## config.mk

```make
export PLATFORM = sky130hd
export DESIGN_NAME = ktk_queue
export DESIGN_NICKNAME = d
export VERILOG_FILES = /design/src/hdl/ktk_pkg.sv /design/src/hdl/ktk_queue.sv
export SDC_FILE = /design/constraint.sdc
export NUM_CORES = 2
export LEC_CHECK = 0
export BUFFER_PORTS_ARGS = -buffer_cell sky130_fd_sc_hd__buf_2
export CAP_MARGIN = 20
export CORE_AREA = 2 2 586 588
export DETAILED_ROUTE_END_ITERATION = 6
export DIE_AREA = 0 0 588 590
export GPL_TIMING_DRIVEN = 0
export MAX_ROUTING_LAYER = met4
export SLEW_MARGIN = 10
export SYNTH_ARGS = -nofsm -noshare
export SYNTH_HDL_FRONTEND = slang
export SYNTH_SLANG_ARGS = --single-unit
```

## constraint.sdc

```tcl
create_clock -name clk -period 22 [get_ports clk]
set_clock_uncertainty 0.15 [all_clocks]
set_input_delay 1.1 -clock clk [delete_from_list [all_inputs] [get_ports clk]]
set_output_delay 1.1 -clock clk [all_outputs]
set_load 0.01 [all_outputs]
```

## src/hdl/ktk_pkg.sv

```systemverilog
// ktk_pkg: types, constants and helpers shared by the traction kernel blocks
// no dependencies
package ktk_pkg;

  localparam int LANES     = 9;
  localparam int DIV_STEPS = 64;
  localparam int QDEPTH    = 4;
  localparam int QAW       = 2;

  localparam logic [36:0] EIGHT_PI_Q32 = 37'd107944301636;
  localparam logic [15:0] NU_RESET     = 16'd19661;
  localparam logic        REG_POISSON  = 1'b0;

  typedef struct packed {
    logic [35:0]       cos_v;
    logic [8:0][35:0]  a;
    logic [8:0][34:0]  w;
    logic [63:0]       rr;
  } ktk_mid_t;

  typedef struct packed {
    logic neg;
    logic zero;
    logic ovf;
  } ktk_flags_t;

  // round half up, drop 30 fraction bits
  function automatic logic signed [34:0] rs30(input logic signed [64:0] x);
    logic signed [64:0] t;
    t = x + 65'sd536870912;
    return t[64:30];
  endfunction

  // (1 - 2 nu) in Q.30
  function automatic logic signed [32:0] c3_of(input logic [15:0] nu);
    logic signed [18:0] b;
    b = 19'sd65536 - $signed({2'b00, nu, 1'b0});
    return {b, 14'b0};
  endfunction

endpackage

```

## src/hdl/ktk_queue.sv

```systemverilog
// ktk_queue: short item queue between the front and the back
// depends on ktk_pkg
module ktk_queue (
  input  logic              clk,
  input  logic              rst_n,
  input  logic              push_valid,
  input  ktk_pkg::ktk_mid_t push_data,
  output logic              full,
  input  logic              pop,
  output ktk_pkg::ktk_mid_t head,
  output logic              empty
);
  import ktk_pkg::*;

  ktk_mid_t       mem [QDEPTH];
  logic [QAW-1:0] wr_r, wr_nxt;
  logic [QAW-1:0] rd_r, rd_nxt;
  logic [QAW:0]   cnt_r, cnt_nxt;
  logic           push;

  assign full  = (cnt_r == (QAW+1)'(QDEPTH));
  assign empty = (cnt_r == '0);
  assign push  = push_valid && !full;
  assign head  = mem[rd_r];

  always_comb begin
    wr_nxt  = push ? wr_r + 1'b1 : wr_r;
    rd_nxt  = pop ? rd_r + 1'b1 : rd_r;
    cnt_nxt = cnt_r + (QAW+1)'(push) - (QAW+1)'(pop);
  end

  always_ff @(posedge clk) begin
    if (!rst_n) begin
      wr_r  <= '0;
      rd_r  <= '0;
      cnt_r <= '0;
    end else begin
      wr_r  <= wr_nxt;
      rd_r  <= rd_nxt;
      cnt_r <= cnt_nxt;
    end
  end

  always_ff @(posedge clk) begin
    if (push) begin
      mem[wr_r] <= push_data;
    end
  end

endmodule

```

== Yosys cells after proc, flatten, opt, wreduce, memory -nomap -nowiden ==
Memory sizes are Yosys's and may differ from the RTL's. A register that Yosys moved wholly into a read port is not among the register bits.
Index checks and enable logic that the tools add are counted.
Widths: inputs -> output; s select.

* Register bits after elaboration: 7
* Bits in latches: 0
* Memory bits (writable): 2,956
* ROM bits: 0
* Input bits: 743
* Output and inout port bits: 741
* Logic and storage cells: 16
* Memories: 1

{| class="wikitable"
|+ Memories
! name !! depth !! width !! rd ports !! clocked after memory_dff !! write ports !! RTL line !! source
|-
| mem || 4 || 739 || 1 || 1 || 1 || ktk_queue.sv:15 || <nowiki>ktk_mid_t mem [QDEPTH];</nowiki>
|}

* $add $sub $neg: 4
* $mul: 0
* Divide/modulo/power cells: 0
* Order comparisons: 0
* Equality and inequality tests: 1
* Shifts and indexed selects: 0
* Multiplexer cells: 4
* Bitwise gates (word level): 0
* Reductions and logical operators: 3

{| class="wikitable"
|+ Operators by type and width
! operator !! number
|-
| $add 2x1->2 const B || 2
|-
| $mux 2 || 2
|-
| $add 3x1->3 || 1
|-
| $eq 3x3->1 const B || 1
|-
| $logic_not 3->1 || 1
|-
| $sub 3x1->3 || 1
|-
| $mux 1 || 2
|-
| $logic_and 1x1->1 || 1
|-
| $logic_not 1->1 || 1
|}

== Depth between registers and ports, before layout ==
* Depth in word-level cells: 5
* Depth in mapped cells: 12
* Gate-level depth less buffers: 11

== Worst setup path after synthesis ==
Ideal clock, no wire load.

* Path type: input-to-reg
* Start: input port push_valid
* End: memory mem[2][0] in the netlist's numbering, enable pin
* Library setup time: 1.204 ns
* Arrival: 18.133 ns
* Required time: 20.646 ns
* Slack: 2.513 ns
* Cell stages on the path: 3
* Path buffers: 1
* Cell sequence: nor2b_1 clkbuf_1 and2_1

* Word-level cells in the longest chain between the ends: 3

{| class="wikitable"
|+ RTL lines
! item !! RTL line !! source
|-
| start: declaration || ktk_queue.sv:6 || <nowiki>input logic push_valid,</nowiki>
|-
| $logic_and 1x1->1 || ktk_queue.sv:23 || <nowiki>assign push = push_valid && !full;</nowiki>
|-
| $mux 1 || ktk_queue.sv:45 || <nowiki>if (push) begin</nowiki>
|-
| $mux 1 (implied by the code) || ktk_queue.sv:46 || <nowiki>mem[wr_r] <= push_data;</nowiki>
|-
| end: declaration || ktk_queue.sv:15 ||
|}

No other way between the ends.

==> impl_metrics.yaml <==
status:
  status: "complete, no violations"
logic_synthesis:
  synth-seq-cells: 2965
  ys_types: 18
  syn_area_per_cell_sq_um: 27.4
  syn_nets: 4656
  ys_warn_count: 0
  synth_cells: 3906
  syn_area_sq_um: 107000
  seq_area_frac_synth_pct: 83.0
clock_network:
  hold_buffers: 0
  clock_latency_ns: 0.88
  cts.sinks: 2965
  postCtsSetupRepairBufs: 0
  numCtsBuffers: 318
  htreeDepth: 5
  cts_tree: "done"
  clk_pin_slew_ns: 0.06
  cts-root-buf: "clkbuf_16"
  cts_resized: 0
  clockBufferDepth: 4
finish:
  fill_cells: 30500
  area_growth_pct: 24.0
  layout.nets: 6529
  drive_gt1_share_pct: 48.3
power_and_ir_drop:
  vdd_drop_max_v: 0.0000775
  p_per_area_nw_per_um2: 107
  total_power_mw: 14.3
  swShare_pct: 25.2
  p_sw_mw: 3.60
  combPwrFrac_pct: 14.5
  p_int_mw: 10.7
  p_clk_share_pct: 37.0
  seq_power_share_pct: 48.5
  p_leak_nw: 43.8
floorplan:
  fp-row-count: 215
  fp.dieH_um: 590
  fp.coreArea_sq_um: 341000
  die_w_um: 588
  initial_core_util_pct: 31.4
  io_pins: 1484
  die_area_sq_um: 347000
placement:
  portBuffers: 1482
  routabilityCongestion: 0.853
  dpl.hpwl_um: 229000
  dp_slack_ns: 17.57
job:
  cap_violations: 0
critical_path:
  crit_path_frequent_cell: "buf_2"
  reg2reg_depth: 9
  crit_required_ns: 20.75
  cpPeakStageDelay_ns: 0.80
  rrSetupSlack_ns: 18.15
  worst-setup-path-type: "flip-flop to primary output"
  reg2reg_to: "mem[2][232]"
  r2r-start: "cnt_r[1]"
  cp-end-kind: "primary output"
  startpoint_type: "flip-flop"
  cp_max_fo: 10
  critPathSlowestCell: "buf_2"
  path_cells: "buf_2, clkbuf_1, buf_2, mux4_2, buf_2"
  crit_arrival_ns: 3.91
drt:
  drt_wl_total_um: 314000
  dr.max_layer_used: "met4"
  viasPerCell: 4.75
  vias: 51100
  routedLengthMet1_um: 110000
  ant_nets: 0
  drt_iter0_drc: 4442
  route.met2.wl_um: 152000
  route.met3.wl_um: 37600
  route.detailed.drc: 0
  drtPass1Iterations: 5
  wl_per_cell_um: 29.2
worst_hold_path:
  hold_class: "input pin to flip-flop"
  whs_path_depth: 1
  whs_endpoint: "mem[2][16]"
  min_from: "push_data[16]"
timing:
  slew_violations: 0
  final.setup.tns_ns: 0
  relSlewSlack_pct: 29.5
  hold_violations: 0
  rsz0062_at_grt: "no"
  timing.fmax_mhz: 194
  setup_ws_ns: 16.84
  worstMarginPinSlew_ns: 1.06
  setup_viol: 0
  finalCritPeriodShare_pct: 23.4
  fin_crit_ns: 5.16
global_route:
  grt_max_degree: 50
  grt_pass1_vias: 52600
  grt_pass1_wl_um: 424000
  grt_use_total_pct: 18.1
  antenna_found_initial: 224
  gr-total-overflow: 0
registers in the layout (all words and copies together), names as in the netlist, named ones only:
| register | count |
|---|---|
| rd_r | 2 |
| mem | 2956 |
| wr_r | 2 |
| cnt_r | 3 |
synth_stat cells, drive strengths merged:
master	count	area (sq um)
ha	6	75.1
xnor2	3	26.3
nand2	5	18.8
dfxtp	9	180
edfxtp	2956	88800
fa	1	20.0
xor2	1	8.76
inv	5	18.8
buf	156	1280
nor2b	2	12.5
clkbuf	10	37.5
mux4	739	16600
nor3b	1	7.51
and2	9	56.3
mux2i	2	20.0
nor3	1	5.00
how the worst max path moves through the flow:
stage	to	slack, ns	cells after the start
2_1_floorplan	mem[2][0]	2.51	3
3_3_place_gp	mem[1][248]	-13.38	4
3_5_place_dp	mem[2][232]	17.57	9
4_1_cts	head[397]	16.61	5
5_1_grt	head[397]	16.71	5
6_report	head[397]	16.84	5
cell type report:
cell class,instances,area (sq um),area share [%]
clock buffer,385,8350,6.28
antenna,164,410,0.309
sequential,2965,88900,66.9
buffer,166,1320,0.992
tap,4557,5700,4.29
timing repair buffer,1553,9320,7.01
inverter,5,18.8,0.0141
multi-input combinational,770,16900,12.7
clock inverter,187,1940,1.46
logic make-up after synthesis:
group	Yosys count	synth area share, %
XOR/XNOR	4	0.0327
adder cells (fa/ha/maj)	7	0.0887
buffers and inverters	171	1.25
flip-flops	2965	83.0
multiplexers	741	15.5
AND/OR/NAND/NOR	18	0.0934
worst max-delay path: cells and delay by family, from the launching register on:
kind / cells / cell delay (ns)
multiplexers: 1 / 0.48
buffers and inverters: 4 / 2.21
flip-flops: 1 / 0.30
metal layers:
layer | vias up | global-route usage, %
li1 | 21200 | -
met1 | 26900 | 19.6
met2 | 2337 | 28.5
met3 | 644 | 8.04
met4 | 0 | 8.06
met5 | - | -
power groups by stage:
stage / Sequential (mW) / Clock (mW) / Combinational [mW]
2_1_floorplan: 7.52 / 0 / 1.01
3_3_place_gp: 8.00 / 0 / 2.00
3_5_place_dp: 7.05 / 0 / 2.12
4_1_cts: 6.93 / 5.41 / 2.13
5_1_grt: 6.97 / 5.61 / 2.19
6_report: 6.93 / 5.27 / 2.07
placed cells by master, fill, tap and decap left out, drive strengths merged:
master	count
diode	164
mux4	739
nor2b	2
xor2	1
nor3	1
buf	1709
nor3b	1
inv	20
clkinv	128
ha	6
bufinv	27
xnor2	3
clkinvlp	17
fa	1
edfxtp	2956
clkbuf	395
nand2	5
dfxtp	9
mux2i	2
and2	9
metrics by stage:
stage	utilization, %	cell area (sq um)	hold slack, ns	std cells
2_1_floorplan	-	107000	0.318	3906
3_3_place_gp	35.3	120000	0.335	9945
3_5_place_dp	35.8	122000	0.348	10000
4_1_cts	38.8	132000	0.142	10600
5_1_grt	38.9	133000	0.178	10700
6_report	39.0	133000	0.265	10800
No activity file was read; power rests on OpenSTA's default activity.
